File: src/hdl/aae_pkg.sv
// ----------------------------------------------------------------------------
// aae_pkg
// shared constants, datapath command codes, status bundle and helper function
// ----------------------------------------------------------------------------
package aae_pkg;

    localparam int SYMBOLS_DEF     = 256;
    localparam int COUNT_WIDTH_DEF = 32;
    localparam int RANGE_BITS_DEF  = 60;
    localparam int SYM_W           = 8;
    localparam int OUT_BITS_W      = 61;
    localparam int OUT_CNT_W       = 6;

    typedef enum logic [4:0] {
        DP_NOP,
        DP_CLEAR,
        DP_ACCEPT,
        DP_POS,
        DP_CJ,
        DP_WALK_RD,
        DP_WALK_ACC,
        DP_SET_END,
        DP_MUL_INIT,
        DP_MUL_STEP,
        DP_DIV_STEP,
        DP_STORE,
        DP_NARROW,
        DP_RENORM,
        DP_FLUSH_EMIT,
        DP_SET_OVF,
        DP_INC,
        DP_SCAN_RD,
        DP_SCAN_CMP,
        DP_SWAP_RD,
        DP_SWAP_W1,
        DP_SWAP_W2,
        DP_UP_RD,
        DP_UP_WR,
        DP_OUT
    } t_dp_op;

    typedef struct packed {
        logic is_flush;
        logic sym_oob;
        logic cur_zero;
        logic k_zero;
        logic scan_eq;
        logic mul_last;
        logic div_last;
        logic phase;
        logic renorm_stop;
        logic clr_last;
        logic sat;
    } t_dp_status;

    // number of slots in the left subtree of slot p in a heap of n slots
    function automatic int f_left_size(input int p, input int n);
        int c;
        int first;
        int last;
        int size;
        c    = 2 * p + 1;
        size = 0;
        for (int d = 0; d < 9; d++) begin
            first = ((c + 1) << d) - 1;
            last  = first + (1 << d) - 1;
            if (last > n - 1) begin
                last = n - 1;
            end
            if (first < n) begin
                size = size + last - first + 1;
            end
        end
        return size;
    endfunction

endpackage

File: src/hdl/aae_ctrl.sv
// ----------------------------------------------------------------------------
// aae_ctrl
// sequencer: issues datapath commands per item and owns the handshakes
// ----------------------------------------------------------------------------
module aae_ctrl (
    input  logic                i_clk,
    input  logic                i_rst_n,
    input  logic                i_in_valid,
    input  logic                i_out_stall,
    input  aae_pkg::t_dp_status i_status,
    output aae_pkg::t_dp_op     o_cmd,
    output logic                o_in_stall,
    output logic                o_out_valid
);

    typedef enum logic [4:0] {
        ST_CLEAR,
        ST_IDLE,
        ST_DISPATCH,
        ST_CJ,
        ST_WALK,
        ST_WALK_ACC,
        ST_MUL_INIT,
        ST_MUL,
        ST_DIV,
        ST_STORE,
        ST_NARROW,
        ST_RENORM,
        ST_FLUSH_EMIT,
        ST_SAT,
        ST_SCAN,
        ST_SCAN_CMP,
        ST_SWAP_RD,
        ST_SWAP_W1,
        ST_SWAP_W2,
        ST_UP,
        ST_UP_WR,
        ST_DONE
    } t_state;

    t_state r_state;
    t_state n_state;
    logic   r_out_valid;
    logic   n_out_valid;

    always_comb begin
        n_state     = r_state;
        o_cmd       = aae_pkg::DP_NOP;
        n_out_valid = r_out_valid && i_out_stall;
        unique case (r_state)
            ST_CLEAR: begin
                o_cmd = aae_pkg::DP_CLEAR;
                if (i_status.clr_last) n_state = ST_IDLE;
            end
            ST_IDLE: begin
                if (i_in_valid) begin
                    o_cmd   = aae_pkg::DP_ACCEPT;
                    n_state = ST_DISPATCH;
                end
            end
            ST_DISPATCH: begin
                if (i_status.is_flush) begin
                    n_state = ST_MUL_INIT;
                end else if (i_status.sym_oob) begin
                    n_state = ST_DONE;
                end else begin
                    o_cmd   = aae_pkg::DP_POS;
                    n_state = ST_CJ;
                end
            end
            ST_CJ: begin
                o_cmd   = aae_pkg::DP_CJ;
                n_state = ST_WALK;
            end
            ST_WALK: begin
                if (i_status.cur_zero) begin
                    o_cmd   = aae_pkg::DP_SET_END;
                    n_state = ST_MUL_INIT;
                end else begin
                    o_cmd   = aae_pkg::DP_WALK_RD;
                    n_state = ST_WALK_ACC;
                end
            end
            ST_WALK_ACC: begin
                o_cmd   = aae_pkg::DP_WALK_ACC;
                n_state = ST_WALK;
            end
            ST_MUL_INIT: begin
                o_cmd   = aae_pkg::DP_MUL_INIT;
                n_state = ST_MUL;
            end
            ST_MUL: begin
                o_cmd = aae_pkg::DP_MUL_STEP;
                if (i_status.mul_last) n_state = ST_DIV;
            end
            ST_DIV: begin
                o_cmd = aae_pkg::DP_DIV_STEP;
                if (i_status.div_last) n_state = ST_STORE;
            end
            ST_STORE: begin
                o_cmd   = aae_pkg::DP_STORE;
                n_state = i_status.phase ? ST_NARROW : ST_MUL_INIT;
            end
            ST_NARROW: begin
                o_cmd   = aae_pkg::DP_NARROW;
                n_state = ST_RENORM;
            end
            ST_RENORM: begin
                if (i_status.renorm_stop) begin
                    n_state = i_status.is_flush ? ST_FLUSH_EMIT : ST_SAT;
                end else begin
                    o_cmd = aae_pkg::DP_RENORM;
                end
            end
            ST_FLUSH_EMIT: begin
                o_cmd   = aae_pkg::DP_FLUSH_EMIT;
                n_state = ST_DONE;
            end
            ST_SAT: begin
                if (i_status.sat) begin
                    o_cmd   = aae_pkg::DP_SET_OVF;
                    n_state = ST_DONE;
                end else begin
                    o_cmd   = aae_pkg::DP_INC;
                    n_state = ST_SCAN;
                end
            end
            ST_SCAN: begin
                if (i_status.k_zero) begin
                    n_state = ST_SWAP_RD;
                end else begin
                    o_cmd   = aae_pkg::DP_SCAN_RD;
                    n_state = ST_SCAN_CMP;
                end
            end
            ST_SCAN_CMP: begin
                o_cmd   = aae_pkg::DP_SCAN_CMP;
                n_state = i_status.scan_eq ? ST_SCAN : ST_SWAP_RD;
            end
            ST_SWAP_RD: begin
                o_cmd   = aae_pkg::DP_SWAP_RD;
                n_state = ST_SWAP_W1;
            end
            ST_SWAP_W1: begin
                o_cmd   = aae_pkg::DP_SWAP_W1;
                n_state = ST_SWAP_W2;
            end
            ST_SWAP_W2: begin
                o_cmd   = aae_pkg::DP_SWAP_W2;
                n_state = ST_UP;
            end
            ST_UP: begin
                if (i_status.cur_zero) begin
                    n_state = ST_DONE;
                end else begin
                    o_cmd   = aae_pkg::DP_UP_RD;
                    n_state = ST_UP_WR;
                end
            end
            ST_UP_WR: begin
                o_cmd   = aae_pkg::DP_UP_WR;
                n_state = ST_UP;
            end
            ST_DONE: begin
                if (!r_out_valid || !i_out_stall) begin
                    o_cmd       = aae_pkg::DP_OUT;
                    n_out_valid = 1'b1;
                    n_state     = i_status.is_flush ? ST_CLEAR : ST_IDLE;
                end
            end
            default: n_state = ST_CLEAR;
        endcase
    end

    always_ff @(posedge i_clk) begin
        if (!i_rst_n) begin
            r_state     <= ST_CLEAR;
            r_out_valid <= 1'b0;
        end else begin
            r_state     <= n_state;
            r_out_valid <= n_out_valid;
        end
    end

    assign o_in_stall  = (r_state != ST_IDLE);
    assign o_out_valid = r_out_valid;

endmodule

File: config.mk
export PLATFORM = sky130hd
export DESIGN_NAME = aae_ctrl
export DESIGN_NICKNAME = d
export VERILOG_FILES = /design/src/hdl/aae_pkg.sv /design/src/hdl/aae_ctrl.sv
export SDC_FILE = /design/constraint.sdc
export NUM_CORES = 1
export LEC_CHECK = 0
export BUFFER_PORTS_ARGS = -buffer_cell sky130_fd_sc_hd__buf_2
export CORE_AREA = 2 2 50 64
export CTS_CLUSTER_DIAMETER = 100
export CTS_CLUSTER_SIZE = 28
export DETAILED_ROUTE_END_ITERATION = 16
export DIE_AREA = 0 0 52 66
export GPL_TIMING_DRIVEN = 0
export SYNTH_ARGS = -nofsm -noshare
export SYNTH_HDL_FRONTEND = slang
export SYNTH_SLANG_ARGS = --single-unit
File: constraint.sdc
create_clock -name i_clk -period 2.44 [get_ports i_clk]
set_input_delay 0.732 -clock i_clk [delete_from_list [all_inputs] [get_ports i_clk]]
set_output_delay 0.732 -clock i_clk [all_outputs]
set_load 0.01 [all_outputs]
# Word-level counts from Yosys, hierarchy flattened
# Index checks and enable logic that the tools add are counted.
dict set report word_totals {
  register_bits 6
  inputBits 15
  out_inout_bits 7
  word_cells 67
}
dict set report op_classes {
  n_eq_ne 28
  muxes 29
  n_reduce_logical 8
}
# op count
set ops {}
lappend ops {{$pmux W5 S22} 1}
lappend ops {{$pmux W5 S20} 1}
lappend ops {{$mux W5} 15}
lappend ops {{$eq A5 B4 Y1 const B} 8}
lappend ops {{$eq A5 B5 Y1 const B} 6}
lappend ops {{$eq A5 B3 Y1 const B} 4}
lappend ops {{$ne A2 B2 Y1 const B} 6}
lappend ops {{$eq A5 B2 Y1 const B} 2}
lappend ops {{$mux W2} 5}
lappend ops {{$mux W4} 2}
lappend ops {{$reduce_and A6 Y1} 1}
lappend ops {{$eq A5 B1 Y1 const B} 1}
lappend ops {{$logic_not A5 Y1} 1}
lappend ops {{$mux W1} 5}
lappend ops {{$ne A5 B1 Y1 const B} 1}
lappend ops {{$reduce_or A2 Y1} 2}
lappend ops {{$logic_not A1 Y1} 2}
lappend ops {{$logic_and A1 B1 Y1} 1}
lappend ops {{$logic_or A1 B1 Y1} 1}

# Depth between registers and ports, before layout
dict set report logic_depth {
  word_depth 4
  mapped_depth 7
  mapped_depth_nobuf 5
}

# Worst setup path before layout
# Ideal clock, no wire load.
dict set report synth_timing {
  kind {input -> output}
  startpoint {input port i_status[0] (netlist bit)}
  endpoint {output port o_cmd[0]}
  arrival_ps 1474
  required_ps 1708
  setup_slack_ps 234
  path_stages 4
  path_buffers 0
  cell_sequence {nor2b_1 mux2i_1 o32ai_1 or3b_1}
}
dict set report synth_via {
  elab_chain_len 2
}
# item line_no
set synth_rtl {}
lappend synth_rtl {{start: declaration} aae_ctrl.sv:10} ;# input aae_pkg::t_dp_status i_status,
lappend synth_rtl {{$mux W5} aae_ctrl.sv:120} ;# if (i_status.sat) begin
lappend synth_rtl {{$pmux W5 S22} aae_ctrl.sv:50} ;# unique case (r_state)
lappend synth_rtl {{end: declaration} aae_ctrl.sv:11} ;# output aae_pkg::t_dp_op o_cmd,
# Every way passes these cells.

# Final worst setup path
# Same ends and word-level chain as after synthesis.

==> flow_metrics.tcl <==
set metrics [dict create \
    reg2reg_depth 7 \
    setup.worst_path.start_class "input port" \
    syn_inst 153 \
    peakVddDrop_v 0.000489 \
    synthDominantAreaCellType "sky130_fd_sc_hd__dfxtp_1" \
    hold_path.class "reg2reg" \
    slew_headroom_pct 73.4 \
    cts_num_sinks 6 \
    layout.core_utilization_pct 51.5 \
    drt.antenna.violating_nets 0 \
    design.portCount 22 \
    first_iter_violations 106 \
    detailroute.wirelength.met2_microns 1950 \
    postSynthRegisterBits 6 \
    unrepaired_setup_endpoints_after_global_routing "true" \
    synth-edff-count 0 \
    synth_ff_type "sky130_fd_sc_hd__dfxtp_1" \
    routed.top_layer "met4" \
    antenna_violations_before_repair 0 \
    hpwl_microns 2730 \
    max_cap_viol 0 \
    worst_hold_start "o_out_valid" \
    final_hold_slack_ns 0.478 \
    worstPathRequired_ns 1.71 \
    wl_met1_microns 1520 \
    route.detailed.vias_per_inst 6.04 \
    timing.setup.critical_path_class "in2out" \
    worstSetupEndpointType "output pin" \
    clock_skew_ns 0.00272 \
    cts.reportedPaths.clkPinSlew_ns 0.05 \
    critical_path.reg2reg.endpoint "r_state[0]" \
    layout_stage_area_growth_over_the_synthesis_result_pct 33.9 \
    cellLeakagePower_nw 0.593 \
    cts-root-buf "sky130_fd_sc_hd__clkbuf_4" \
    worst_r2r_startpoint "r_state[1]" \
    drtPass1Iterations 4 \
    grt_pass1_vias 1261 \
    synth.lib_cells_used.distinct 54 \
    postRouteWirelength_microns 3800 \
    post-route-drc-count 0 \
    floorplan.die_area_sq_mm 0.00343 \
    synth_area_leaders "sky130_fd_sc_hd__dfxtp_1, sky130_fd_sc_hd__a21oi_1, sky130_fd_sc_hd__nor2b_1" \
    synthDominantCellAreaShare_pct 11.0 \
    path_max_fanout 2 \
    worstHoldEndpoint "o_out_valid" \
    core_area_sq_mm 0.00284 \
    synth_fp_nets 168 \
    final_setup_violation_count 1 \
    cts-root-to-sink-buffers 2 \
    die_h_microns 66 \
    cts_tree "done" \
    port_buffers 21 \
    worstSkewPairLatency_ns 0.25 \
    hold-path-cell-count 2 \
    result_of_the_run "complete, but fails checks" \
    violations_in_the_final_reports "setup timing" \
    min_tclk_post_route_ns 2.46 \
    placed_cells_incl_taps 210 \
    worst-endpoint-arrival_ns 1.72 \
    first_pass_grt_wire_length_microns 6080 \
    vias 1335 \
    postSynthAreaPerCell_sq_um 7.12 \
    synth_top_cells_by_count "sky130_fd_sc_hd__a21oi_1, sky130_fd_sc_hd__nand2_1, sky130_fd_sc_hd__nor2_1, sky130_fd_sc_hd__nor3_1, sky130_fd_sc_hd__nor2b_1" \
    synth_area_sq_mm 0.00109 \
    hold_violations 0 \
    overflow 0 \
    antenna_cells 0 \
    die_w_microns 52 \
    layout.filler_cells 297 \
    wl_per_cell_microns 17.2 \
    final_critical_path_setup_slack_ns -0.0158 \
    cts_hold_repair.buffers 0 \
    max_freq_mhz 407 \
    finalWeightedCongestion 0.954 \
    synth.yosys.seq_area_share_pct 11.0 \
    met3RoutedLength_microns 279 \
    worst_pin_slew_ns 0.395 \
    pwr_density_cell_mw_per_mm2 832 \
    postSynth.asyncResetShare_pct 0 \
    initial_cell_density_of_the_core_pct 38.4 \
    layout_worst_path_cycle_share_pct 101 \
    clock_tree.htree_level_count 1 \
    rows 22 \
    number_of_nets_at_the_end_of_the_flow 202 \
    groute.usage.overall_pct 23.2 \
    timing.final.max_slew_violations 0 \
    ys_warn_count 0 \
    cts-buffers-inserted 3 \
    reg2reg_slack_ns 0.76 \
    drive_gt1_share_pct 40.0 \
    final_cell_count_no_fill 221 \
    grt_start_max_net_pins 11 \
]
-- cells in the final DEF (no fill, tap or decap), drive strengths merged, types with 3 or more instances in the layout --
cell type	Yosys	final
buf	15	44
nand2	13	13
a21oi	13	13
nor3	12	12
nor2	11	11
nor2b	9	9
nand3	7	7
nand2b	6	6
dfxtp	6	6
o21ai	5	5
o211ai	5	5
inv	5	5
o22ai	4	4
o31a	3	3
clkbuf	0	3
and2	3	3
o221ai	3	3
-- per-layer routing --
layer	GRT usage [%]	vias up
met5	0	-
met4	8.88	0
met3	2.26	5
met2	39.2	65
met1	29.7	623
li1	-	642
-- worst max path at each step --
stage	start	cells after the start	slack [ns]	endpoint
floorplan	i_status[0]	4	0.23	o_cmd[0]
global placement	i_status[0]	6	-0.08	o_cmd[0]
detailed placement	i_status[0]	6	-0.10	o_cmd[0]
CTS	i_status[0]	6	-0.03	o_cmd[0]
global route	i_status[0]	6	-0.03	o_cmd[0]
finish	i_status[0]	6	-0.02	o_cmd[0]
-- through the flow --
step / cell area, sq um / TNS, ns / setup WS, ns / total power [mW]
global route: 1460 / -0.0563 / -0.0305 / 1.30
CTS: 1360 / -0.0370 / -0.0339 / 1.11
floorplan: 1090 / 0 / 0.234 / 0.759
detailed placement: 1240 / -0.101 / -0.101 / 0.960
global placement: 1240 / -0.0760 / -0.0760 / 0.967
finish: 1460 / -0.0158 / -0.0158 / 1.21
-- worst max-delay path: stages --
cell                      delay, ns
sky130_fd_sc_hd__buf_8         0.10
sky130_fd_sc_hd__nor2b_4       0.11
sky130_fd_sc_hd__mux2i_1       0.15
sky130_fd_sc_hd__o32ai_2       0.12
sky130_fd_sc_hd__or3b_1        0.36
sky130_fd_sc_hd__buf_2         0.14
-- repair_timing --
item                                    4_1_cts  5_1_grt
buffers inserted                              3        6
endpoints found under the setup margin        3        4
pin swaps                                     2        6
gates resized for setup                      20       15
-- kinds of logic after synthesis --
| family | count (synthesis) | share of synthesized area, % |
|---|---|---|
| compound gates | 51 | 34.0 |
| xor+xnor | 1 | 0.804 |
| buf+inv | 20 | 12.1 |
| flops | 6 | 11.0 |
| mux | 2 | 2.30 |
| simple gates | 73 | 39.8 |
-- state kept, by name, summed over array words and instances (netlist names) --
register and count:
r_state 5, o_out_valid 1
-- power breakdown --
| part | internal (mW) | switching [mW] |
|---|---|---|
| clock | 0.0559 | 0.0397 |
| combinational | 0.434 | 0.551 |
| sequential | 0.121 | 0.0119 |
| total | 0.611 | 0.603 |
-- layout make-up --
type	count	area [sq um]	area share [%]
Clock buffer	3	22.5	1.54
Inverter	5	23.8	1.63
Sequential cell	6	123	8.40
Multi-Input combinational cell	127	906	62.1
Tap cell	36	45.0	3.09
Timing Repair Buffer	30	195	13.4
Buffer	14	144	9.86
(Power assumes the default switching activity.)
